File: src/rtl/lmb_pkg.sv
// shared types and constants of the local min/max window binarizer
`timescale 1ns / 1ps
`default_nettype none

package lmb_pkg;

  localparam int PIX_W      = 8;   // gray pixel
  localparam int COL_W      = 11;  // width register and column counters
  localparam int ROW_W      = 16;  // height register, row and pending counters
  localparam int LIM_W      = 8;   // contrast and mean limits
  localparam int ADDR_MAX_W = 11;  // bank address, enough for every legal build
  localparam int SLOT_MAX_W = 4;   // line slot index
  localparam int BANK_MAX_W = 4;   // column bank index
  localparam int CMDQ_DEPTH = 4;
  localparam int OUTQ_DEPTH = 8;

  // one word from the front to the back: an optional line store write and an
  // optional window evaluation at the output position
  typedef struct packed {
    logic                  wr;
    logic                  em;
    logic [PIX_W-1:0]      wdata;
    logic [SLOT_MAX_W-1:0] wslot;
    logic [BANK_MAX_W-1:0] wbank;
    logic [ADDR_MAX_W-1:0] waddr;
    logic [SLOT_MAX_W-1:0] oslot;
    logic [BANK_MAX_W-1:0] obank;
    logic [ADDR_MAX_W-1:0] oaddr;
    logic                  inner;
    logic                  last;
  } cmd_t;

endpackage

`default_nettype wire

File: src/rtl/lmb_cmdq.sv
// short command queue between the front end and the window engine
`timescale 1ns / 1ps
`default_nettype none

module lmb_cmdq
  import lmb_pkg::*;
(
  input  wire logic clk,
  input  wire logic rst_n,
  input  wire logic push_i,
  input  cmd_t      data_i,
  input  wire logic pop_i,
  output cmd_t      data_o,
  output logic      empty_o,
  output logic      full_o
);

  localparam int PW = $clog2(CMDQ_DEPTH);

  localparam logic [PW-1:0] LAST_IDX = PW'(CMDQ_DEPTH - 1);

  cmd_t             entries_r [CMDQ_DEPTH];
  logic [PW-1:0]    wptr_r, rptr_r;
  logic [PW:0]      cnt_r;

  assign empty_o = (cnt_r == '0);
  assign full_o  = (cnt_r == (PW+1)'(CMDQ_DEPTH));
  assign data_o  = entries_r[rptr_r];

  always_ff @(posedge clk) begin
    if (push_i) begin
      entries_r[wptr_r] <= data_i;
    end
  end

  always_ff @(posedge clk) begin
    if (!rst_n) begin
      wptr_r <= '0;
      rptr_r <= '0;
      cnt_r  <= '0;
    end else begin
      if (push_i) begin
        wptr_r <= (wptr_r == LAST_IDX) ? '0 : wptr_r + PW'(1);
      end
      if (pop_i) begin
        rptr_r <= (rptr_r == LAST_IDX) ? '0 : rptr_r + PW'(1);
      end
      priority if (push_i && !pop_i) begin
        cnt_r <= cnt_r + (PW+1)'(1);
      end else if (!push_i && pop_i) begin
        cnt_r <= cnt_r - (PW+1)'(1);
      end else begin
        cnt_r <= cnt_r;
      end
    end
  end

  a_no_overrun: assert property (@(posedge clk) disable iff (!rst_n)
    push_i |-> (!full_o || pop_i))
    else $error("command queue written while full");

  a_no_underrun: assert property (@(posedge clk) disable iff (!rst_n)
    pop_i |-> !empty_o)
    else $error("command queue read while empty");

  a_ptr_track: assert property (@(posedge clk) disable iff (!rst_n)
    (cnt_r == '0) |-> (wptr_r == rptr_r))
    else $error("command queue pointers disagree with count");

endmodule

`default_nettype wire

File: config.mk
export PLATFORM = sky130hd
export DESIGN_NAME = lmb_cmdq
export DESIGN_NICKNAME = d
export VERILOG_FILES = /design/src/rtl/lmb_pkg.sv /design/src/rtl/lmb_cmdq.sv
export SDC_FILE = /design/constraint.sdc
export NUM_CORES = 1
export LEC_CHECK = 0
export BUFFER_PORTS_ARGS = -buffer_cell sky130_fd_sc_hd__buf_4
export CORE_ASPECT_RATIO = 0.8
export CORE_MARGIN = 10
export CORE_UTILIZATION = 61
export CTS_CLUSTER_SIZE = 20
export DETAILED_ROUTE_END_ITERATION = 7
export PLACE_DENSITY_LB_ADDON = 0.05
export SLEW_MARGIN = 20
export SYNTH_ARGS = -nofsm -noshare
export SYNTH_HDL_FRONTEND = slang
export SYNTH_SLANG_ARGS = --single-unit
File: constraint.sdc
create_clock -name clk -period 4.5 [get_ports clk]
set_input_delay 0.45 -clock clk [delete_from_list [all_inputs] [get_ports clk]]
set_output_delay 0.45 -clock clk [all_outputs]
set_load 0.1 [all_outputs]
**Word-level counts from Yosys, hierarchy flattened**

Memory sizes are Yosys's and may differ from the RTL's. A register that Yosys moved wholly into a read port is not among the register bits.
Index checks and enable logic that the tools add are counted.

- Register bits: 7
- Memory bits (writable): 200
- Input bits: 54
- Output and inout bits: 52
- Memories: 1

- Add/subtract/negate cells: 4
- Eq/ne operators: 3
- Mux-type cells: 8
- Reduce and logical (&&, ||, !) cells: 6

Memory list:

| memory | depth | bits a word | read ports | clocked after memory_dff | write ports | RTL line | text |
|---|---|---|---|---|---|---|---|
| entries_r | 4 | 50 | 1 | 1 | 1 | lmb_cmdq.sv:22 | `cmd_t entries_r [CMDQ_DEPTH];` |

Operators with widths:

| kind | count |
|---|---|
| $mux 2 | 4 |
| $mux 3 | 2 |
| $add 2x1->2 const B | 2 |
| $eq 2x2->1 const B | 2 |
| $add 3x1->3 const B | 1 |
| $eq 3x3->1 const B | 1 |
| $logic_not 3->1 | 1 |
| $sub 3x1->3 const B | 1 |
| $logic_and 1x1->1 | 2 |
| $logic_not 1->1 | 2 |
| $mux 1 | 2 |
| $reduce_bool 2->1 | 1 |

**Logic depth before layout (Yosys ltp)**

Gate-level depths: netlist of the first run.

- Depth after elaboration: 4
- Mapped depth: 7
- Depth with buffers taken out: 7

**Worst setup path before layout of the first run**

OpenSTA, ideal clock, no wires.

- Path type: register -> output
- Start: reg cnt_r[0]
- End: out full_o
- Arrival: 2.553 ns
- Slack: 1.497 ns
- Cell stages (with the launch flop): 2
- Cell sequence: dfxtp_1 -> nor3b_1

- Cells in the longest elaborated chain, start to end: 1

RTL lines:

| what | RTL line | text |
|---|---|---|
| from (decl) | lmb_cmdq.sv:24 | `logic [PW:0] cnt_r;` |
| from (signal assigned) | lmb_cmdq.sv:49 | `cnt_r <= cnt_r + (PW+1)'(1);` |
| from (signal assigned) | lmb_cmdq.sv:51 | `cnt_r <= cnt_r - (PW+1)'(1);` |
| from (signal assigned) | lmb_cmdq.sv:53 | `cnt_r <= cnt_r;` |
| $eq 3x3->1 | lmb_cmdq.sv:27 | `assign full_o = (cnt_r == (PW+1)'(CMDQ_DEPTH));` |
| to (decl) | lmb_cmdq.sv:15 | `output logic full_o` |

No other way between the ends.

==> results of run 1 <==
flip-flops by register name, indices dropped and copies added, names as in the netlist, named ones only:
signal	flops
wptr_r	2
cnt_r	3
rptr_r	2
entries_r	200
power groups by stage:
stage	clock network (µW)	registers, µW	logic [µW]
finish	1490	2270	845
global route	1610	2280	879
CTS	1530	2280	842
detailed placement	0	2320	839
global placement	0	2320	833
floorplan	0	2290	681
cells in the final DEF (no fill, tap or decap), drive strengths merged:
cell type,count
edfxtp,200
buf,111
mux4,50
clkbuf,27
dfxtp,9
clkinv,8
ha,6
nor2b,5
and2,5
inv,4
mux2i,4
nor3,2
nor3b,1
xnor2,1
nor2,1
o21a,1
xor2,1
o21ai,1
or3,1
a21boi,1
fa,1
routing by layer:
metal	vias up	global-route usage [%]	part of all wire, %	wire length (µm)
met1	1754	20.44	42	5740
li1	1532	-	-	-
met4	0	4.414	2.3	308
met5	-	0	0	0
met3	25	4.473	6.3	852
met2	123	24.71	49	6719
metrics by stage:
step                      instance area [µm²]  setup WS (ns)  utilization [%]
after floorplan                          7730          1.497                -
after global placement                   8640          2.046            70.26
after detailed placement                 8640          2.043            70.26
after CTS                                9229          1.537            75.05
after global routing                     9249          1.553            75.21
final                                    9249          1.663            75.21
logic make-up after synthesis:
| logic type | Yosys count | share of synthesized area (%) |
|---|---|---|
| buffers and inverters | 16 | 2.007 |
| and+or+nand+nor | 15 | 1.165 |
| xor gates and xnor gates | 2 | 0.2267 |
| DFF | 209 | 80.03 |
| muxes | 54 | 15.09 |
| adders and majority gates | 7 | 1.230 |
| AOI/OAI and AO/OA | 3 | 0.2590 |
final cells by class:
cell class | instances | area share, %
inverters | 4 | 0.1623
repair buffers | 111 | 9.145
well taps | 171 | 2.313
multi-input cells | 81 | 15.07
clock buffers | 27 | 6.034
clock inverters | 8 | 0.3382
flip-flops and latches | 209 | 66.94
worst max-delay path by stage:
stage | endpoint | cells after the start | slack [ns] | start
after floorplan | full_o | 1 | 1.50 | cnt_r[0]$_SDFFE_PN0P_
after global placement | data_o[4] | 2 | 2.05 | flop
after detailed placement | data_o[4] | 2 | 2.04 | flop
after CTS | data_o[4] | 2 | 1.54 | flop
after global routing | data_o[5] | 3 | 1.55 | flop
final | data_o[5] | 3 | 1.66 | flop
==> impl_metrics.ini, run 1 <==
[power]
power_frac_comb_pct = 18.3
p_int_uw = 3308
pwr-share-seq_pct = 49.3
p_clk_share_pct = 32.4
p_leak_uw = 0.003149
ir_worst_vdd_mv = 0.3787
p_sw_uw = 1298
switching_share_pct = 28.18
finalPower_uw = 4606
powerDensity_nw_per_um2 = 498.0

[worst_setup_path]
r2r_slack_ns = 2.40
max_stage_delay_ns = 0.74
timing.rr.end = entries_r[2][3]$_DFFE_PP_
crit_fanout = 27
path_cells = buf_4, mux4_2, buf_4
crit_path_top_delay_cell = dfxtp_2
r2r-start = wptr_r[0]$_SDFFE_PN0P_
cp_common_cell = buf_4
required_ns = 4.05
r2r_cells = 4
path_class = reg2out
crit_arrival_ns = 2.39
cp_top_family = flip-flops
cp-end-kind = primary output
crit_buf_inv = 2
startpoint_type = flop

[clocking]
clk_latency_ns = 0.48
cts_buffers = 20
root_buffer = clkbuf_16
cts_buffer_depth = 3
clock_sinks = 209
cts.reportedPaths.clkPinSlew_ns = 0.06
htreeDepth = 1
tritoncts = built
postCtsResizedCells = 0
cts_setup_buffers = 0
hold_buffers = 0

[routing]
ant_nets = 0
routed_wl_mm = 13.62
viasPerCell = 5.620
drc = 0
drt-initial-drc-count = 268
num_vias = 3434
avgRoutedWirePerCell_um = 22.29
firstDrtPassIters = 4

[yosys]
ys_top_cells_by_area = edfxtp_1 78%, mux4_2 15%, dfxtp_1 2.3%
synth.avg_cell_area_um2 = 25.26
synth.most_common_cell = edfxtp_1
postSynth.asyncResetShare_pct = 0
synth_common_cells = 200 x edfxtp_1, 50 x mux4_2, 9 x dfxtp_1
synth-seq-area-share_pct = 80.03
synth_edf_count = 200
synthFlopType = edfxtp_1
syn_inst = 306
netlist.area_leader.share_pct = 77.70
ys_warn_count = 0
ys_types = 22
yosys.area.top_type = edfxtp_1
syn-cell-area_um2 = 7730
ys_ff_latch = 209
synth_nets = 367

[global_route]
grt_pass1_wl_mm = 21.28
grt_usage_pct = 15.43
grt_pass1_vias = 3647
grt-ovfl-total = 0
grt_max_degree = 51
antenna_found_initial = 0

[timing]
slew_headroom_pct = 35.76
finalSetupTns_ns = 0
fin_crit_ns = 2.837
fin_skew_ns = 0.01064
hold_viol = 0
rsz0062_at_grt = no
worst_slew_pin_slew_ns = 0.9636
fin_crit_sh_pct = 63.05
drv_slew = 0
holdWs_ns = 0.1722
setup_viol = 0
fmax_mhz = 352.4

[final_layout]
stdcell_count = 611
multi_input_area_um2 = 1394
layout-drive-gt1-share_pct = 43.18
fillers = 684
seqCellArea_um2 = 6191
diodes = 0
nets = 488
synthToLayoutAreaGrowth_pct = 19.65

[die]
die_width_um = 145.9
core_area_um2 = 12300
initial_core_util_pct = 62.86
ios = 106
die_h_um = 120.7
rows = 36
die_area_um2 = 17600

[run]
maxCapViolations = 0

[placement]
dp_cells = 575
port-buffer-count = 105
dpl.hpwl_mm = 8.562
gp_congestion = 0.7168

[min_path]
whs_path_depth = 1
min_to = entries_r[3][20]$_DFFE_PP_
hp-class = in2reg
hp-start = data_i[20]

[status]
status = completed
(Power assumes the default switching activity.)
==> run 2, diff against run 1 <==
CORE_UTILIZATION = 57   (was 61)
clock period = 2.7 ns   (was 4.5 ns; I/O delays follow)
==> run 2 against run 1 <==
Compared with the run above: critical path depth stayed put; combinational power increased by 79%; setup slack got worse by 1.4 ns; first-iteration DRC count shrank 51%; die area increased by 5.9%.
==> impl_metrics.ini, run 2 (synthesis results as in run 1) <==
[run]
maxCapViolations = 0

[routing]
num_vias = 3636
ant_nets = 0
drc = 0
drt-initial-drc-count = 130
firstDrtPassIters = 4
viasPerCell = 5.419
avgRoutedWirePerCell_um = 21.50
routed_wl_mm = 14.43

[final_layout]
nets = 544
synthToLayoutAreaGrowth_pct = 27.36
largest_register_ffs = 200
layout-drive-gt1-share_pct = 40.12
final_common_cell = edfxtp_1
final_cell_mix = 200 x edfxtp_1, 113 x buf_4, 50 x mux4_2, 50 x dlygate4sd3_1, 21 x clkbuf_16
reg.largest.list = entries_r (200), cnt_r (3)
diodes = 0
postLayoutCoreUtil_pct = 75.41
regMostFlops = entries_r

[die]
core_area_um2 = 13060
ios = 106
die_area_um2 = 18650
initial_core_util_pct = 59.21
die_h_um = 124.2
die_width_um = 150.2
rows = 37

[clocking]
cts_setup_buffers = 0
cts_buffers = 20
cts.reportedPaths.clkPinSlew_ns = 0.06
hold_buffers = 50
root_buffer = clkbuf_16
cts_buffer_depth = 3
htreeDepth = 1
clock_sinks = 209
tritoncts = built
postCtsResizedCells = 0
clk_latency_ns = 0.49

[placement]
port-buffer-count = 105
gp_congestion = 0.7266
dpl.hpwl_mm = 9.140

[worst_setup_path]
required_ns = 2.43
crit_end = data_o[20]
crit_fanout = 17
r2r_slack_ns = 1.00
path_class = reg2out
r2r_cells = 3
timing.rr.end = entries_r[1][13]$_DFFE_PP_
crit_arrival_ns = 2.14
cp-end-kind = primary output
r2r-start = wptr_r[0]$_SDFFE_PN0P_
startpoint_type = flop

[power]
switching_share_pct = 28.35
pwr-share-seq_pct = 48.3
p_clk_share_pct = 32.3
p_sw_uw = 2211
p_leak_uw = 0.003407
power_frac_comb_pct = 19.4
ir_worst_vdd_mv = 0.5460
p_int_uw = 5587
powerDensity_nw_per_um2 = 792.2

[timing]
hold_viol = 0
worst_slew_pin_slew_ns = 0.4878
fin_skew_ns = 0.01238
slew_headroom_pct = 67.48
drv_slew = 0
finalSetupTns_ns = 0
fin_crit_sh_pct = 89.26
setup_viol = 0
rsz0062_at_grt = no
fin_crit_ns = 2.410
fmax_mhz = 415.0

[global_route]
grt_max_degree = 34
grt_pass1_wl_mm = 22.83
antenna_found_initial = 0
grt-ovfl-total = 0
grt_pass1_vias = 4056
grt_usage_pct = 15.92

[min_path]
hp-class = in2reg

[status]
status = completed
## run 2: changes by cell type in the layout (fill, tap and decap cells not counted), sizes merged
cell and delta:
clkinv -2, clkbuf +2, buf +6, dlygate4sd3 +50
## run 2: metal layers
metal	GRT usage [%]	share of wire [%]	up-vias
li1	-	-	1648
met1	20.66	42	1848
met2	25.58	49	120
met3	5.582	8.0	20
met4	3.939	1.5	0
met5	0	0	-
## run 2: per-stage QoR
| stage | power [µW] | instances | hold slack (ns) | setup slack [ns] | area [µm²] |
|---|---|---|---|---|---|
| after floorplan | 4949 | 306 | 0.3689 | -0.001659 | 7735 |
| after global placement | 5282 | 586 | 0.4682 | 0.7629 | 8752 |
| after detailed placement | 5304 | 586 | 0.4725 | 0.7464 | 8752 |
| after CTS | 7875 | 671 | 0.05766 | 0.2242 | 9844 |
| after global routing | 8068 | 671 | 0.07421 | 0.1725 | 9844 |
| final | 7798 | 671 | 0.06351 | 0.2901 | 9844 |
## run 2: worst max-delay path, stage by stage, from the launching register on
cell	delay, ns
dfxtp_4	0.58
buf_12	0.24
mux4_2	0.56
buf_4	0.26
## run 2: area by class of cell
cell class                 instances  area (µm²)
clock inverter                     6       26.28
multi-input combinational         81        1399
fill                             771        3211
tap                              175       219.0
clock buffer                      29       565.5
timing repair buffer             167        1429
inverter                           4       15.01
sequential                       209        6191
## run 2: worst min path at each step
stage | start | to | slack [ns] | depth (start not counted)
2_1_floorplan | data_i[0] | entries_r[0][0]$_DFFE_PP_ | 0.37 | 0
3_3_place_gp | data_i[48] | entries_r[0][48]$_DFFE_PP_ | 0.47 | 1
3_5_place_dp | data_i[33] | entries_r[0][33]$_DFFE_PP_ | 0.47 | 1
4_1_cts | rst_n | cnt_r[0]$_SDFFE_PN0P_ | 0.06 | 2
5_1_grt | rst_n | wptr_r[1]$_SDFFE_PN0P_ | 0.07 | 2
6_report | rst_n | cnt_r[0]$_SDFFE_PN0P_ | 0.06 | 2
## run 2: power by group through the flow
stage,Sequential [µW],Combinational [µW],Clock (µW)
after floorplan,3810,1140,0
after global placement,3830,1450,0
after detailed placement,3840,1470,0
after CTS,3770,1530,2580
after global routing,3780,1570,2710
final,3770,1510,2520
==> run 3, diff against run 2 <==
REMOVE_ABC_BUFFERS = 1   (was unset)
==> run 3 against run 2 <==
Compared with the run above: sequential share of layout area is 0.23 points higher; flip-flop and latch count stayed put; sequential power is essentially flat; global-route usage shrank 0.43 points; register-to-register slack about the same; critical path type unchanged; largest cell class unchanged; largest power group unchanged.
==> impl_metrics.ini, run 3 (synthesis results as in run 1) <==
[worst_setup_path]
crit_end = data_o[31]
startpoint_type = flop
cp-end-kind = primary output
timing.rr.end = entries_r[0][9]$_DFFE_PP_
r2r_slack_ns = 1.01
path_class = reg2out
r2r_cells = 4
required_ns = 2.43
crit_fanout = 13
r2r-start = wptr_r[0]$_SDFFE_PN0P_
crit_arrival_ns = 2.12

[timing]
worst_slew_pin_slew_ns = 0.5457
fin_crit_sh_pct = 88.38
finalSetupTns_ns = 0
drv_slew = 0
rsz0062_at_grt = no
hold_viol = 0
fin_crit_ns = 2.386
holdWs_ns = 0.01444
slew_headroom_pct = 63.62
fin_skew_ns = 0.008502
setup_viol = 0
fmax_mhz = 419.1

[routing]
viasPerCell = 5.503
firstDrtPassIters = 4
wl_met2_mm = 7.132
route.top_layer_used = met4
avgRoutedWirePerCell_um = 21.56
drt-initial-drc-count = 232
ant_nets = 0
drc = 0
wl_met3_mm = 1.011
wl_met1_mm = 5.960
routed_wl_mm = 14.32
num_vias = 3654

[placement]
gp_congestion = 0.7123
dpl.hpwl_mm = 8.585
port-buffer-count = 105
placed_area_um2 = 8732

[power]
p_leak_uw = 0.003388
powerDensity_nw_per_um2 = 800.4
finalPower_uw = 7850
ir_worst_vdd_mv = 0.5865

[clocking]
clock_sinks = 209
cts.reportedPaths.clkPinSlew_ns = 0.06
clk_latency_ns = 0.48
cts_buffers = 20
htreeDepth = 1
cts_buffer_depth = 3
root_buffer = clkbuf_16
tritoncts = built

[global_route]
antenna_found_initial = 0
grt_pass1_vias = 4057
grt_max_degree = 36
grt-ovfl-total = 0
grt_pass1_wl_mm = 22.29
grt_usage_pct = 15.50

[final_layout]
nets = 539
largest_register_ffs = 200
final_common_cell = edfxtp_1
postLayoutCoreUtil_pct = 75.13
synthToLayoutAreaGrowth_pct = 26.89
layout-drive-gt1-share_pct = 40.29
reg.largest.list = entries_r (200), cnt_r (3)
diodes = 0
final_cell_mix = 200 x edfxtp_1, 111 x buf_4, 50 x mux4_2
stdcell_area_um2 = 9808
regMostFlops = entries_r

[die]
die_width_um = 150.2
rows = 37
die_h_um = 124.2
die_area_um2 = 18650
core_area_um2 = 13060
initial_core_util_pct = 59.21
ios = 106

[min_path]
hp-class = in2reg
hp-start = data_i[24]

[run]
maxCapViolations = 0

[status]
status = completed
==> run 3: power breakdown <==
group	internal, µW	switching, µW
clock	1510	1070
sequential	3710	50.3
combinational	420	1090
total	5640	2210
==> run 3: metal layers <==
layer	vias to the layer above	GRT usage (%)
met5	-	0
met1	1891	20.17
met3	19	4.603
li1	1631	-
met2	113	25.75
met4	0	3.212
==> run 3: area by class of cell <==
cell class,count,area [µm²]
Sequential cell,209,6191
Fill cell,752,3247
Inverter,4,15.01
Multi-Input combinational cell,81,1394
Clock inverter,7,61.31
Timing Repair Buffer,162,1384
Clock buffer,26,544.3
Tap cell,175,219.0
==> run 3: how the worst min path moves through the flow <==
stage / endpoint / slack, ns / cells after the start
2_1_floorplan: entries_r[0][0]$_DFFE_PP_ / 0.37 / 0
4_1_cts: entries_r[2][45]$_DFFE_PP_ / 0.0008 / 1
6_report: entries_r[0][24]$_DFFE_PP_ / 0.01 / 1
3_5_place_dp: entries_r[0][40]$_DFFE_PP_ / 0.47 / 1
3_3_place_gp: entries_r[2][13]$_DFFE_PP_ / 0.47 / 1
5_1_grt: entries_r[3][31]$_DFFE_PP_ / 0.001 / 1
==> run 3: repair_timing <==
| item | in CTS | in global routing |
|---|---|---|
| endpoints found under the setup margin | 0 | 0 |
| setup buffers | 0 | 0 |
| hold buffers | 45 | 2 |
| endpoints found under the hold margin | 177 | 8 |
| resized for setup | 0 | 0 |
==> run 3: per-stage QoR <==
step	setup slack (ns)	instances
after floorplan	-0.6664	294
after global placement	0.7714	584
after detailed placement	0.7605	584
after CTS	0.2495	662
after global routing	0.1909	664
final	0.3137	664
==> run 3: worst max-delay path, stage by stage, from the launching register on <==
cell,delay [ns]
dfxtp_4,0.50
buf_4,0.30
mux4_2,0.57
buf_4,0.26
