## config.mk

```make
export PLATFORM = sky130hd
export DESIGN_NAME = lmb_front
export DESIGN_NICKNAME = d
export VERILOG_FILES = /design/src/rtl/lmb_pkg.sv /design/src/rtl/lmb_front.sv
export SDC_FILE = /design/constraint.sdc
export NUM_CORES = 1
export LEC_CHECK = 0
export BUFFER_PORTS_ARGS = -buffer_cell sky130_fd_sc_hd__buf_2
export CORE_MARGIN = 8
export CORE_UTILIZATION = 57
export CTS_CLUSTER_SIZE = 28
export DETAILED_ROUTE_END_ITERATION = 10
export GPL_TIMING_DRIVEN = 0
export PLACE_DENSITY = 0.79
export SLEW_MARGIN = 20
export SYNTH_ARGS = -nofsm -noshare
export SYNTH_HDL_FRONTEND = slang
export SYNTH_SLANG_ARGS = --single-unit
```

## constraint.sdc

```tcl
create_clock -name clk -period 8.8 [get_ports clk]
set_clock_uncertainty 0.2 [all_clocks]
set_input_delay 0.88 -clock clk [delete_from_list [all_inputs] [get_ports clk]]
set_output_delay 0.88 -clock clk [all_outputs]
set_load 0.1 [all_outputs]
```

## src/rtl/lmb_pkg.sv

```systemverilog
// shared types and constants of the local min/max window binarizer
`timescale 1ns / 1ps
`default_nettype none

package lmb_pkg;

  localparam int PIX_W      = 8;   // gray pixel
  localparam int COL_W      = 11;  // width register and column counters
  localparam int ROW_W      = 16;  // height register, row and pending counters
  localparam int LIM_W      = 8;   // contrast and mean limits
  localparam int ADDR_MAX_W = 11;  // bank address, enough for every legal build
  localparam int SLOT_MAX_W = 4;   // line slot index
  localparam int BANK_MAX_W = 4;   // column bank index
  localparam int CMDQ_DEPTH = 4;
  localparam int OUTQ_DEPTH = 8;

  // one word from the front to the back: an optional line store write and an
  // optional window evaluation at the output position
  typedef struct packed {
    logic                  wr;
    logic                  em;
    logic [PIX_W-1:0]      wdata;
    logic [SLOT_MAX_W-1:0] wslot;
    logic [BANK_MAX_W-1:0] wbank;
    logic [ADDR_MAX_W-1:0] waddr;
    logic [SLOT_MAX_W-1:0] oslot;
    logic [BANK_MAX_W-1:0] obank;
    logic [ADDR_MAX_W-1:0] oaddr;
    logic                  inner;
    logic                  last;
  } cmd_t;

endpackage

`default_nettype wire

```

## src/rtl/lmb_front.sv

```systemverilog
// front end: raster position tracking, pending count and command build
`timescale 1ns / 1ps
`default_nettype none

module lmb_front
  import lmb_pkg::*;
#(
  parameter int MAX_WIDTH = 1024,
  parameter int WIN_W     = 5,
  parameter int WIN_H     = 5
) (
  input  wire logic             clk,
  input  wire logic             rst_n,
  input  wire logic             clr_pos_i,
  input  wire logic [COL_W-1:0] eff_w_i,
  input  wire logic [ROW_W-1:0] eff_h_i,
  input  wire logic             acc_i,
  input  wire logic             mode_i,
  input  wire logic [PIX_W-1:0] pixel_i,
  output cmd_t                  cmd_o,
  output logic                  cmd_push_o
);

  localparam int SLOTS  = WIN_H + 1;
  localparam int HALF_W = WIN_W / 2;
  localparam int HALF_H = WIN_H / 2;
  localparam int BW     = $clog2(WIN_W);
  localparam int SW     = $clog2(SLOTS);
  localparam int BANK_D = (MAX_WIDTH + WIN_W - 1) / WIN_W;
  localparam int AW     = (BANK_D > 1) ? $clog2(BANK_D) : 1;

  localparam logic [BW-1:0] LAST_BANK  = BW'(WIN_W - 1);
  localparam logic [SW-1:0] LAST_SLOT  = SW'(SLOTS - 1);
  localparam logic          MODE_PIXEL = 1'b0;

  logic [COL_W-1:0] in_col_r, in_col_nxt, out_col_r, out_col_nxt;
  logic [BW-1:0]    in_bank_r, in_bank_nxt, out_bank_r, out_bank_nxt;
  logic [AW-1:0]    in_addr_r, in_addr_nxt, out_addr_r, out_addr_nxt;
  logic [SW-1:0]    in_slot_r, in_slot_nxt, out_slot_r, out_slot_nxt;
  logic [ROW_W-1:0] out_row_r, out_row_nxt;
  logic [ROW_W-1:0] pend_r, pend_nxt;

  logic [ROW_W-1:0] lag;
  logic             is_pix;
  logic             emit;
  logic             inner;
  logic             last;

  // results trail their pixel by half a window of rows plus half a window width of pixels
  assign lag    = ROW_W'(HALF_H) * ROW_W'(eff_w_i) + ROW_W'(HALF_W);
  assign is_pix = (mode_i == MODE_PIXEL);
  assign emit   = is_pix ? (pend_r >= lag) : (pend_r != '0);

  assign inner = (out_row_r >= ROW_W'(HALF_H)) &&
                 (({1'b0, out_row_r} + (ROW_W+1)'(HALF_H)) < {1'b0, eff_h_i}) &&
                 (out_col_r >= COL_W'(HALF_W)) &&
                 (({1'b0, out_col_r} + (COL_W+1)'(HALF_W)) < {1'b0, eff_w_i});
  assign last  = (out_row_r == eff_h_i - ROW_W'(1)) && (out_col_r == eff_w_i - COL_W'(1));

  always_comb begin
    cmd_o.wr    = is_pix;
    cmd_o.em    = emit;
    cmd_o.wdata = pixel_i;
    cmd_o.wslot = SLOT_MAX_W'(in_slot_r);
    cmd_o.wbank = BANK_MAX_W'(in_bank_r);
    cmd_o.waddr = ADDR_MAX_W'(in_addr_r);
    cmd_o.oslot = SLOT_MAX_W'(out_slot_r);
    cmd_o.obank = BANK_MAX_W'(out_bank_r);
    cmd_o.oaddr = ADDR_MAX_W'(out_addr_r);
    cmd_o.inner = inner;
    cmd_o.last  = last;
  end

  // a flush with nothing pending leaves no trace
  assign cmd_push_o = acc_i && (is_pix || (pend_r != '0));

  always_comb begin
    in_col_nxt   = in_col_r;
    in_bank_nxt  = in_bank_r;
    in_addr_nxt  = in_addr_r;
    in_slot_nxt  = in_slot_r;
    out_col_nxt  = out_col_r;
    out_bank_nxt = out_bank_r;
    out_addr_nxt = out_addr_r;
    out_slot_nxt = out_slot_r;
    out_row_nxt  = out_row_r;
    pend_nxt     = pend_r;

    if (acc_i && is_pix) begin
      if (in_col_r == eff_w_i - COL_W'(1)) begin
        in_col_nxt  = '0;
        in_bank_nxt = '0;
        in_addr_nxt = '0;
        in_slot_nxt = (in_slot_r == LAST_SLOT) ? '0 : in_slot_r + SW'(1);
      end else begin
        in_col_nxt = in_col_r + COL_W'(1);
        if (in_bank_r == LAST_BANK) begin
          in_bank_nxt = '0;
          in_addr_nxt = in_addr_r + AW'(1);
        end else begin
          in_bank_nxt = in_bank_r + BW'(1);
        end
      end
    end

    if (acc_i && emit) begin
      if (out_col_r == eff_w_i - COL_W'(1)) begin
        out_col_nxt  = '0;
        out_bank_nxt = '0;
        out_addr_nxt = '0;
        out_slot_nxt = (out_slot_r == LAST_SLOT) ? '0 : out_slot_r + SW'(1);
        out_row_nxt  = (out_row_r == eff_h_i - ROW_W'(1)) ? '0 : out_row_r + ROW_W'(1);
      end else begin
        out_col_nxt = out_col_r + COL_W'(1);
        if (out_bank_r == LAST_BANK) begin
          out_bank_nxt = '0;
          out_addr_nxt = out_addr_r + AW'(1);
        end else begin
          out_bank_nxt = out_bank_r + BW'(1);
        end
      end
    end

    if (acc_i) begin
      priority if (is_pix && !emit) begin
        pend_nxt = pend_r + ROW_W'(1);
      end else if (!is_pix && emit) begin
        pend_nxt = pend_r - ROW_W'(1);
      end else begin
        pend_nxt = pend_r;
      end
    end
  end

  always_ff @(posedge clk) begin
    if (!rst_n || clr_pos_i) begin
      in_col_r   <= '0;
      in_bank_r  <= '0;
      in_addr_r  <= '0;
      in_slot_r  <= '0;
      out_col_r  <= '0;
      out_bank_r <= '0;
      out_addr_r <= '0;
      out_slot_r <= '0;
      out_row_r  <= '0;
      pend_r     <= '0;
    end else begin
      in_col_r   <= in_col_nxt;
      in_bank_r  <= in_bank_nxt;
      in_addr_r  <= in_addr_nxt;
      in_slot_r  <= in_slot_nxt;
      out_col_r  <= out_col_nxt;
      out_bank_r <= out_bank_nxt;
      out_addr_r <= out_addr_nxt;
      out_slot_r <= out_slot_nxt;
      out_row_r  <= out_row_nxt;
      pend_r     <= pend_nxt;
    end
  end

  a_pend_bound: assert property (@(posedge clk) disable iff (!rst_n)
    pend_r <= lag)
    else $error("pending count above the output lag");

  a_in_col: assert property (@(posedge clk) disable iff (!rst_n)
    in_col_r < eff_w_i)
    else $error("input column outside the row");

  a_out_pos: assert property (@(posedge clk) disable iff (!rst_n)
    (out_col_r < eff_w_i) && (out_row_r < eff_h_i))
    else $error("output position outside the frame");

endmodule

`default_nettype wire

```

Word-level counts from Yosys, hierarchy flattened --
Index checks and enable logic that the tools add are counted.
Word-level totals: bits in registers 82, bits of input ports 40, output and inout bits 51, word-level logic and storage cells 77
Operators by class: add/subtract/negate cells 16, magnitude comparators 5, eq/ne operators 7, mux-type cells 16, bitwise operators 1, reduce and logical (&&, ||, !) cells 22
Operator list (number):
- 2-to-1 mux 16 bit | 3
- adder 16 x 1 -> 16 bit (second input constant) | 2
- 2-to-1 mux 8 bit | 4
- subtractor 16 x 1 -> 16 bit (second input constant) | 2
- adder 11 x 1 -> 11 bit (second input constant) | 2
- equality test 11 bit | 2
- 2-to-1 mux 11 bit | 2
- 2-to-1 mux 3 bit | 6
- adder 16 x 2 -> 17 bit (second input constant) | 1
- less-than comparator 17 x 16 -> 1 bit | 1
- adder 8 x 1 -> 8 bit (second input constant) | 2
- equality test 16 bit | 1
- >= comparator 16 x 13 -> 1 bit | 1
- >= comparator 16 x 2 -> 1 bit (second input constant) | 1
- nonzero test 16 bit | 1
- adder 12 x 2 -> 13 bit (second input constant) | 1
- adder 11 x 2 -> 12 bit (second input constant) | 1
- adder 3 x 1 -> 3 bit (second input constant) | 4
- equality test 3 bit (second input constant) | 4
- less-than comparator 12 x 11 -> 1 bit | 1
- >= comparator 11 x 2 -> 1 bit (second input constant) | 1
- subtractor 11 x 1 -> 11 bit (second input constant) | 1
- AND reduction 2 bit | 5
- logical AND 1 bit | 9
- 5 further kinds | 9

Logic depth before layout (Yosys ltp) --
Gate-level depths: netlist (run 1).
depth in word-level cells 7, gate-level depth with buffers 26, mapped depth without buffers 23

Worst setup path after synthesis (run 1) --
OpenSTA, ideal clock, no wires.
path kind in2reg, start point in eff_w_i[6], end point reg pend_r[14], setup time 0.122 ns, arrival time 5.127 ns, required time 8.478 ns, path slack 3.351 ns, cell stages on the path 24, cell sequence clkbuf_1 inv_1 nor3_1 nand2_1 xnor2_1 ha_1 o21ai_0 o21bai_1 a221o_1 nor2_4 nand2_4 inv_4 buf_6 buf_2 fa_1 nor2b_1 o21ai_0 nand2b_1 and4_1 nor3b_2 o21ai_1 o311ai_1 nor4_1 a311o_1
Between the ends: cells in the longest elaborated chain, start to end 7, elaborated cells on any way between the ends 9
RTL lines:
- from (decl) | line lmb_front.sv:15 | input wire logic [COL_W-1:0] eff_w_i,
- adder 12 x 2 -> 13 bit (*) | line lmb_front.sv:50 | assign lag = ROW_W'(HALF_H) * ROW_W'(eff_w_i) + ROW_W'(HALF_W);
- >= comparator 16 x 13 -> 1 bit (*) | line lmb_front.sv:52 | assign emit = is_pix ? (pend_r >= lag) : (pend_r != '0);
- 2-to-1 mux 1 bit (*) | line lmb_front.sv:52
- zero test 1 bit | line lmb_front.sv:125 | priority if (is_pix && !emit) begin
- logical AND 1 bit | line lmb_front.sv:125
- nonzero test 2 bit (no line)
- AND reduction 2 bit (no line)
- to (signal assigned) | line lmb_front.sv:157 | pend_r <= pend_nxt;
- to (decl) | line lmb_front.sv:41 | logic [ROW_W-1:0] pend_r, pend_nxt;
Mark *: on every way between the ends. The rest lies on a longest branch, timed or not. A chain may end at the register's enable or synchronous reset.

Final worst setup path (run 1) --
start point in eff_w_i[3], end point reg pend_r[14]
Same word-level chain as after synthesis.

==> out/results.tsv, run 1 <==
metric	value	unit
status	completed	
Final HPWL DP	13.3	mm
initial core utilization	0.586	
RD Place Congestion	0.921	
worst r2r src	pend_r[7]	
layout cell share with drive strength beyond 1	0.137	
Worst Path Max Fanout	10	
initial antenna violation count	1	
grt total ovfl	0	
hold path start	in_slot_r[2]	
total CTS buffers	9	
fin nets	1080	
routed vias	6427	
WL final	17.2	mm
Synth Instances	885	
CTS tree	yes	
width of the chip	127	um
Simple-Gate Fraction of Synth Area	0.253	
Total Routing Usage GR	0.212	
synthesized cell area	0.00704	mm^2
Core ar.	0.0120	mm^2
clk sinks	82	
Site Rows	40	
crit-path max cell delay	450	ps
Slew headroom	0.508	
Area growth syn-to-layout	12.1	%
setup ws final	2770	ps
top area cells in the synthesized netlist	dfxtp_1 23%, ha_1 11%, xnor2_1 9.3%	
critical setup path kind	in -> reg	
ANT nets after route	0	
sequential share of the synthesized area	0.233	
worst hold-check path type	reg -> reg	
worst slack at placement	2510	ps
first-pass GRT wire length	28.7	mm
post_cts resized	0	
vias in the first global route	6086	
Hold Buf Count CTS	0	
power per cell area	178	mW/mm^2
Chip Height	127	um
leading area contributor after synthesis	dfxtp_1	
Req. time, crit path	8830	ps
IO Count	91	
Area after DPL	0.00761	mm^2
Netlist cell types	71	
reg2reg end	pend_r[14]	
CP Data Arrival Time	6060	ps
min cycle time layout	6030	ps
Setup TNS Final	0	ps
XOR/XNOR Fraction of Synth Area	0.181	
Synth Warn #	0	
Buf/Inv on CP	5	
#FFs+latches synth	82	
Root Buffer	clkbuf_16	
DRT Pass-1 Iters	5	
Initial DRC Count	353	
post-synth top area share	0.233	
compound-gate portion of the synthesized area	0.120	
largest family of logic cells by synthesized area	simple AND/OR/NAND/NOR gates	
Max Clk Rate	166	MHz
Clk pin slew, worst setup/hold paths	60	ps
max-slew violation count	0	
Slew @ Worst Pin	738	ps
Setup Viol. Count Final	0	
die area	0.0162	mm^2
overall power	1.40	mW
VDD IR max	0.279	mV
leak pwr	3.50	nW
unrepaired setup endpoints after global routing	false	
vias per std cell	5.70	
H-tree lvl count	3	
mux contribution to synthesized area	0.0172	
most common flop cell mapped by yosys	dfxtp_1	
worst reg2reg path depth	19	
Final Cycle Share	0.685	
clk_lat worst skew	350	ps
Worst setup SP type	input port	
CTS max path bufs	2	
DRC viols	0	
Top Family by Delay on Critical Path	compound AO/OA/AOI/OAI gates	
Synth Area in Adders	0.117	
routed wire length per instance	15.3	um
flop-to-flop setup slack	3960	ps
Hold Vio Cnt, Final	0	
critical path endpoint category	register	
design area	0.00789	mm^2
slowest cell on the critical path	a221o_1	
hold path depth	2	
number of I/O port buffers	70	
Mean Syn Cell Area	7.95	um^2
Worst Hold End	in_slot_r[2]	
Most common cell on crit path	buf_2	
setup bufs post-CTS	0	
Post-synth ARST share	0	
EDFF count, synth	0	
max_cap viols	0	
pin count of the biggest net entering global routing	16	
## through the flow
| stage | std cells | util | hold slack, ps |
|---|---|---|---|
| 2_1_floorplan | 894 | - | 266 |
| 3_3_place_gp | 1111 | 0.633 | 266 |
| 3_5_place_dp | 1111 | 0.633 | 284 |
| 4_1_cts | 1127 | 0.657 | 291 |
| 5_1_grt | 1128 | 0.657 | 322 |
| 6_report | 1128 | 0.657 | 286 |
## per-layer routing
metal	track usage	share of wire
met5	0	0
met4	0.0721	0.020
met3	0.0416	0.051
met2	0.357	0.48
met1	0.263	0.45
## Yosys cell counts (13+ instances only)
cell type / n
inv_1: 47
nand2_1: 53
clkbuf_1: 33
o21ai_0: 23
and3_1: 25
buf_4: 24
xor2_1: 55
nor4_1: 13
a21oi_1: 42
nor3_1: 21
nor2_1: 108
nand4_1: 20
nand3_1: 39
ha_1: 64
xnor2_1: 75
dfxtp_1: 82
## final cells by class
cell class              instances  area, um^2
multi-input cells             697        4880
fillers                      1089        4120
flip-flops and latches         82        1640
plain buffers                  66         367
repair buffers                 70         350
clock buffers                  10         239
inverters                      49         186
well taps                     147         184
clock inverters                 6        45.0
diodes                          1        2.50
## sequential cells by signal (all words and copies together), names as in the netlist
name	flops
out_col_r	11
in_addr_r	8
in_col_r	11
out_addr_r	8
in_slot_r	3
in_bank_r	3
out_row_r	16
out_bank_r	3
out_slot_r	3
pend_r	16
## where the power goes
group / switching (mW) / leakage (nW) / internal, mW / total (mW)
Clock: 0.161 / 0.144 / 0.201 / 0.363
Combinational: 0.395 / 2.70 / 0.234 / 0.629
Sequential: 0.0231 / 0.662 / 0.389 / 0.412
## worst reg2reg max path, delay by kind of cell (launching register included)
kind,cells,cell delay (ps)
fa+ha+maj,2,580
buf+inv,3,520
compound gates,6,1640
flops,1,510
simple gates,8,1280
## placed cells by master (no fill, tap or decap), types with 5 or more instances in the layout
| master | instances |
|---|---|
| and4_1 | 6 |
| nand4_1 | 20 |
| or3_1 | 8 |
| nand2_1 | 53 |
| buf_2 | 75 |
| and2_1 | 7 |
| o21ai_1 | 8 |
| and3_1 | 25 |
| a21oi_1 | 42 |
| nor2b_1 | 8 |
| clkbuf_16 | 9 |
| conb_1 | 10 |
| nor4_1 | 13 |
| xnor3_1 | 6 |
| a211oi_1 | 5 |
| mux2i_1 | 11 |
| nand3_1 | 39 |
| nand2b_1 | 7 |
| a31oi_1 | 5 |
| o211ai_1 | 6 |
| buf_4 | 24 |
| o21a_1 | 8 |
| xor2_1 | 55 |
| ha_1 | 64 |
| clkbuf_1 | 33 |
| nor3_1 | 21 |
| inv_1 | 47 |
| xnor2_1 | 75 |
| dfxtp_1 | 82 |
| nor2_1 | 108 |
| a21o_1 | 6 |
| o21ai_0 | 23 |
## how the worst max path moves through the flow
stage          startpoint          to  slack, ps  cells after the start
3_5_place_dp   eff_w_i[3]  pend_r[14]       2510                     26
3_3_place_gp   eff_w_i[3]  pend_r[14]       2580                     25
5_1_grt        eff_w_i[3]  pend_r[14]       2270                     25
4_1_cts        eff_w_i[3]  pend_r[14]       2870                     26
2_1_floorplan  eff_w_i[6]  pend_r[14]       3350                     24
6_report       eff_w_i[3]  pend_r[14]       2770                     25
## cells by family (layout without fill, tap and decap cells)
| family | after synthesis | count (layout) |
|---|---|---|
| buf+inv | 115 | 201 |
| compound gates | 131 | 131 |
| fa+ha+maj | 65 | 65 |
| simple gates | 343 | 343 |
| flops | 82 | 82 |
| xor+xnor | 136 | 136 |
| other cells | 1 | 11 |
| mux | 12 | 12 |
Power figures use the tool's default switching activity.
==> run 2: changes to the inputs <==
Settings changed: ABC_AREA set to 1, CORE_UTILIZATION 57 to 54, PLACE_DENSITY 0.79 to 0.78.
Clock period 8.8 ns to 5.3 ns, I/O delays scaled along.
==> run 2 against run 1 <==
  * Combinational power is 3.3% higher
  * Worst hold slack got worse by 20 ps
  * Global-route usage grew 0.83 points
  * Sequential power is 58% higher
  * Final cell count rose by 30%
  * First-iteration DRC count grew 46%
  * Core utilization decreased by 3.4 points
  * Non-clock buffer count decreased by 15
  * Synthesized cell count grew 34%
  * Power up 39%
  * Critical path type unchanged
  * Critical endpoint is now pend_r[11]
==> out/results.tsv, run 2 <==
metric	value	unit	change
status	completed		unchanged
biggest regs	out_row_r x16, pend_r x16		unchanged
most common flop cell mapped by yosys	dfxtp_1		unchanged
fin nets	1386		was 1080
Total Routing Usage GR	0.220		was 0.212
grt total ovfl	0		unchanged
H-tree lvl count	3		unchanged
Core ar.	0.0139	mm^2	was 0.0120 mm^2
layout cell share with drive strength beyond 1	0.121		was 0.137
leak pwr	4.23	nW	was 3.50 nW
post-synth top area share	0.214		was 0.233
CP Data Arrival Time	4850	ps	was 6060 ps
DRT Pass-1 Iters	5		unchanged
Most common cell on crit path	nand2_1		was buf_2
Final Cycle Share	0.908		
first-pass GRT wire length	33.4	mm	was 28.7 mm
slowest cell on the critical path	ha_1		was a221o_1
most frequent cell after synthesis	nand2_1		was nor2_1
Cells after DPL	1447		was 1111
reg2reg end	pend_r[11]		was pend_r[14]
Synth Warn #	0		unchanged
most common cell after layout, fill and taps aside	nand2_1		was nor2_1
CTS max path bufs	2		unchanged
Netlist cell types	53		was 71
Slew @ Worst Pin	725	ps	was 738 ps
crit-path max cell delay	360	ps	was 450 ps
sequential share of the synthesized area	0.214		was 0.233
synthesized cell area	0.00768	mm^2	was 0.00704 mm^2
Site Rows	43		was 40
Clk pin slew, worst setup/hold paths	60	ps	about the same
initial antenna violation count	0		was 1
min cycle time layout	4810	ps	
max_cap viols	0		unchanged
Setup Viol. Count Final	0		unchanged
Mean Syn Cell Area	6.47	um^2	was 7.95 um^2
Slew headroom	0.517		was 0.508
Area growth syn-to-layout	12.5	%	was 12.1%
number of I/O port buffers	71		was 70
Chip Height	135	um	was 127 um
initial core utilization	0.553		was 0.586
Root Buffer	clkbuf_16		unchanged
Hold Vio Cnt, Final	0		unchanged
IO Count	91		unchanged
routed vias	7756		was 6427
unrepaired setup endpoints after global routing	false		unchanged
Synth Instances	1187		was 885
EDFF count, synth	0		unchanged
critical setup path kind	in -> reg		unchanged
width of the chip	135	um	was 127 um
Worst Path Max Fanout	11		was 10
critical path endpoint category	register		unchanged
Hold Buf Count CTS	0		unchanged
routed wire length per instance	13.7	um	was 15.3 um
most frequent cells in the layout	259 x nand2_1, 172 x inv_1, 134 x nor2_1, 86 x xor2_1, 82 x dfxtp_1		was 108 x nor2_1, 82 x dfxtp_1, 75 x buf_2, 75 x xnor2_1, 64 x ha_1
commonest cells in the netlist	259 x nand2_1, 172 x inv_1, 134 x nor2_1		was 108 x nor2_1, 82 x dfxtp_1, 75 x xnor2_1
worst hold-check path type	reg -> reg		unchanged
ANT nets after route	0		unchanged
worst r2r src	pend_r[1]		was pend_r[7]
Final HPWL DP	16.1	mm	was 13.3 mm
Max Clk Rate	208	MHz	
Req. time, crit path	5340	ps	was 8830 ps
hold path start	out_slot_r[1]		was in_slot_r[2]
Initial DRC Count	517		was 353
vias per std cell	5.29		was 5.70
Setup TNS Final	0	ps	unchanged
total CTS buffers	9		unchanged
worst reg2reg path depth	26		was 19
#FFs+latches synth	82		unchanged
RD Place Congestion	0.942		was 0.921
power per cell area	227	mW/mm^2	was 178 mW/mm^2
max-slew violation count	0		unchanged
die area	0.0183	mm^2	was 0.0162 mm^2
VDD IR max	0.170	mV	was 0.279 mV
Layout fillers	1341		was 1089
clk_lat worst skew	350	ps	about the same
vias in the first global route	7365		was 6086
WL final	20.1	mm	was 17.2 mm
# diodes	0		was 1
Post-synth ARST share	0		unchanged
Worst Hold End	out_slot_r[1]		was in_slot_r[2]
flop-to-flop setup slack	1610	ps	was 3960 ps
final std cells w/o fill	1466		was 1128
top area cells in the synthesized netlist	dfxtp_1 21%, nand2_1 13%, ha_1 10%		was dfxtp_1 23%, ha_1 11%, xnor2_1 9.3%
CTS tree	yes		unchanged
hold path depth	2		unchanged
worst setup path start	eff_w_i[0]		was eff_w_i[3]
leading area contributor after synthesis	dfxtp_1		unchanged
DRC viols	0		unchanged
clk sinks	82		unchanged
Worst setup SP type	input port		unchanged
pin count of the biggest net entering global routing	17		was 16
run 2: worst max path at each step:
stage,to,slack (ps),depth (start not counted)
after CTS,pend_r[11],150,32
after global placement,pend_r[11],-20,32
after floorplan,pend_r[11],670,32
final,pend_r[11],490,32
after global routing,pend_r[11],60,32
after detailed placement,pend_r[11],-170,32
run 2: worst max-delay path: cells and delay by family:
family | cells | cell delay, ps
AO/OA/AOI/OAI | 4 | 720
AND/OR/NAND/NOR | 19 | 2070
adder cells (fa/ha/maj) | 2 | 620
buffers and inverters | 6 | 720
XOR/XNOR | 1 | 160
run 2: logic make-up (layout without fill, tap and decap cells):
kind of cell	Yosys count	after routing	synth area share
flip-flops	82	82	0.214
XOR/XNOR	102	102	0.116
AO/OA/AOI/OAI	135	135	0.101
AND/OR/NAND/NOR	578	578	0.338
other	1	10	0.000488
adder cells (fa/ha/maj)	65	65	0.107
buffers and inverters	224	314	0.124
run 2: repair_timing:
item | 4_1_cts | 5_1_grt
resized for setup | 0 | 3
endpoints found under the setup margin | 0 | 7
setup buffers | 0 | 3
run 2: layer usage:
metal / routed length [um] / GRT usage / vias up
met5: 0 / 0 / -
met4: 609 / 0.0969 / 0
met3: 1060 / 0.0319 / 49
met2: 9710 / 0.382 / 217
met1: 8740 / 0.263 / 3497
li1: - / - / 3993
run 2: cell type report:
| type | instances | area, um^2 | area share |
|---|---|---|---|
| repair buffers | 74 | 378 | 0.0437 |
| clock inverters | 7 | 83.8 | 0.00970 |
| flip-flops and latches | 82 | 1640 | 0.190 |
| clock buffers | 9 | 225 | 0.0261 |
| multi-input cells | 890 | 5140 | 0.594 |
| well taps | 180 | 225 | 0.0261 |
| plain buffers | 47 | 283 | 0.0327 |
| inverters | 177 | 669 | 0.0774 |
run 2: where the power goes:
| group | internal [mW] | switching (mW) | leakage (nW) | total [mW] |
|---|---|---|---|---|
| Combinational | 0.208 | 0.442 | 3.42 | 0.650 |
| Sequential | 0.631 | 0.0195 | 0.663 | 0.651 |
| Clock | 0.374 | 0.284 | 0.149 | 0.657 |
run 2: metrics by stage:
stage | power [mW] | cell area, um^2 | hold slack, ps | setup slack (ps) | util
2_1_floorplan | 1.16 | 7720 | 283 | 669 | -
3_3_place_gp | 1.28 | 8300 | 243 | -19.6 | 0.598
3_5_place_dp | 1.29 | 8300 | 266 | -167 | 0.598
4_1_cts | 1.94 | 8610 | 275 | 151 | 0.620
5_1_grt | 2.06 | 8640 | 303 | 59.9 | 0.623
6_report | 1.96 | 8640 | 266 | 490 | 0.623
==> run 3: changes to the inputs <==
Settings changed: MAX_ROUTING_LAYER set to met4.
==> run 3 against run 2 <==
  * Wire length fell by 0.89%
  * Non-clock buffer count down 3
  * Sequential cell count stayed put
  * Register-to-register slack worse by 90 ps
  * Via count fell by 1.8%
  * Worst hold slack better by 2.1 ps
==> out/results.tsv, run 3 (synthesis gave the netlist of run 2 again) <==
metric	value	unit	change
Worst Path Max Fanout	11		unchanged
unrepaired setup endpoints after global routing	false		unchanged
pin count of the biggest net entering global routing	16		was 17
fin nets	1383		was 1386
# diodes	0		unchanged
critical path endpoint category	register		unchanged
Root Buffer	clkbuf_16		unchanged
slowest cell on the critical path	ha_1		unchanged
setup bufs post-CTS	0		unchanged
critical setup path kind	in -> reg		unchanged
worst reg2reg path depth	23		was 26
routed vias	7620		was 7756
H-tree lvl count	3		unchanged
Area growth syn-to-layout	12.4	%	was 12.5%
Core ar.	0.0139	mm^2	unchanged
Chip Height	135	um	unchanged
end of the critical path	pend_r[11]		unchanged
Sequential Area	0.00164	mm^2	unchanged
ANT nets after route	0		unchanged
vias per std cell	5.21		was 5.29
hold path depth	2		unchanged
worst setup path start	eff_w_i[0]		unchanged
number of I/O port buffers	71		unchanged
Top Usage Layer GRT	met2		unchanged
Max Clk Rate	206	MHz	was 208 MHz
status	completed		unchanged
worst slack at placement	-101	ps	was -167 ps
Most common cell on crit path	nand2_1		unchanged
worst hold-check path type	reg -> reg		unchanged
RD Place Congestion	0.941		was 0.942
DRC viols	0		unchanged
Worst setup SP type	input port		unchanged
routed wire length per instance	13.6	um	was 13.7 um
first-pass GRT wire length	33.0	mm	was 33.4 mm
Slew @ Worst Pin	778	ps	was 725 ps
Area after DPL	0.00830	mm^2	unchanged
clk_lat worst skew	350	ps	about the same
design area	0.00864	mm^2	about the same
die area	0.0183	mm^2	unchanged
crit-path max cell delay	360	ps	about the same
CTS tree	yes		unchanged
Clk pin slew, worst setup/hold paths	60	ps	about the same
initial antenna violation count	0		unchanged
grt total ovfl	0		unchanged
max_cap viols	0		unchanged
vias in the first global route	7135		was 7365
CP Data Arrival Time	4890	ps	was 4850 ps
most common cell after layout, fill and taps aside	nand2_1		unchanged
worst r2r src	pend_r[11]		was pend_r[1]
CTS max path bufs	2		unchanged
Final Cycle Share	0.915		was 0.908
biggest regs	out_row_r x16, pend_r x16		unchanged
leak pwr	4.23	nW	about the same
Site Rows	43		unchanged
total CTS buffers	9		unchanged
met2 GRT Util	0.375		was 0.382
Total Routing Usage GR	0.223		was 0.220
min cycle time layout	4850	ps	was 4810 ps
Slew headroom	0.481		was 0.517
layout cell share with drive strength beyond 1	0.118		was 0.121
VDD IR max	0.174	mV	was 0.170 mV
reg2reg end	pend_r[11]		unchanged
Req. time, crit path	5340	ps	about the same
most frequent cells in the layout	259 x nand2_1, 172 x inv_1, 134 x nor2_1, 86 x xor2_1, 82 x dfxtp_1		unchanged
Initial DRC Count	469		was 517
Setup Viol. Count Final	0		unchanged
flop-to-flop setup slack	1520	ps	was 1610 ps
Final HPWL DP	16.0	mm	was 16.1 mm
Multi-input gate area	0.00514	mm^2	unchanged
max-slew violation count	0		unchanged
WL final	19.9	mm	was 20.1 mm
initial core utilization	0.553		unchanged
IO Count	91		unchanged
overall power	1.98	mW	was 1.96 mW
Hold Vio Cnt, Final	0		unchanged
Layout fillers	1364		was 1341
setup ws final	450	ps	was 490 ps
met3 GRT Util	0.0401		was 0.0319
clk sinks	82		unchanged
width of the chip	135	um	unchanged
power per cell area	229	mW/mm^2	was 227 mW/mm^2
Final Util	0.622		was 0.623
met1 GRT Util	0.263		about the same
DRT Pass-1 Iters	5		unchanged
Min Hold Slack	269	ps	was 266 ps
## run 3: cell count changes in the layout (fill, tap and decap cells not counted), sizes merged
cell / change
buf: -3
bufinv: +1
inv: -1
## run 3: timing repair
action | CTS | global route
resized for setup | 0 | 3
endpoints found under the setup margin | 0 | 5
endpoints found under the hold margin | 0 | 0
hold buffers | 0 | 0
## run 3: area by class of cell
type,instances,area share
Multi-Input combinational cell,890,0.595
Sequential cell,82,0.190
Inverter,177,0.0775
Timing Repair Buffer,71,0.0411
Buffer,47,0.0327
Clock buffer,9,0.0261
Tap cell,180,0.0261
Clock inverter,7,0.0117
## run 3: critical path: cells and delay by family
kind,cells,cell delay (ps)
buf+inv,6,700
compound gates,4,800
fa+ha+maj,2,620
simple gates,19,2060
xor+xnor,1,170
## run 3: through the flow
| step | TNS [ps] | std cells |
|---|---|---|
| 5_1_grt | 0 | 1463 |
| 2_1_floorplan | 0 | 1196 |
| 3_3_place_gp | 0 | 1447 |
| 6_report | 0 | 1463 |
| 3_5_place_dp | -182 | 1447 |
| 4_1_cts | 0 | 1463 |
## run 3: worst min-delay path by stage
stage | start | endpoint | slack [ps]
global route | out_slot_r[1] | out_slot_r[1] | 300
global placement | out_slot_r[1] | out_slot_r[1] | 250
CTS | out_slot_r[1] | out_slot_r[1] | 270
floorplan | out_row_r[4] | out_row_r[4] | 280
finish | out_slot_r[1] | out_slot_r[1] | 270
detailed placement | out_slot_r[1] | out_slot_r[1] | 260
## run 3: report_power, final
group	switching (mW)	internal, mW
logic	0.439	0.198
registers	0.0182	0.631
clock network	0.273	0.418
## run 3: metal layers
metal  vias to the layer above  part of all wire
met5                         -                 0
met4                         0             0.026
met3                        34             0.051
met2                       195              0.48
met1                      3396              0.45
li1                       3995                 -
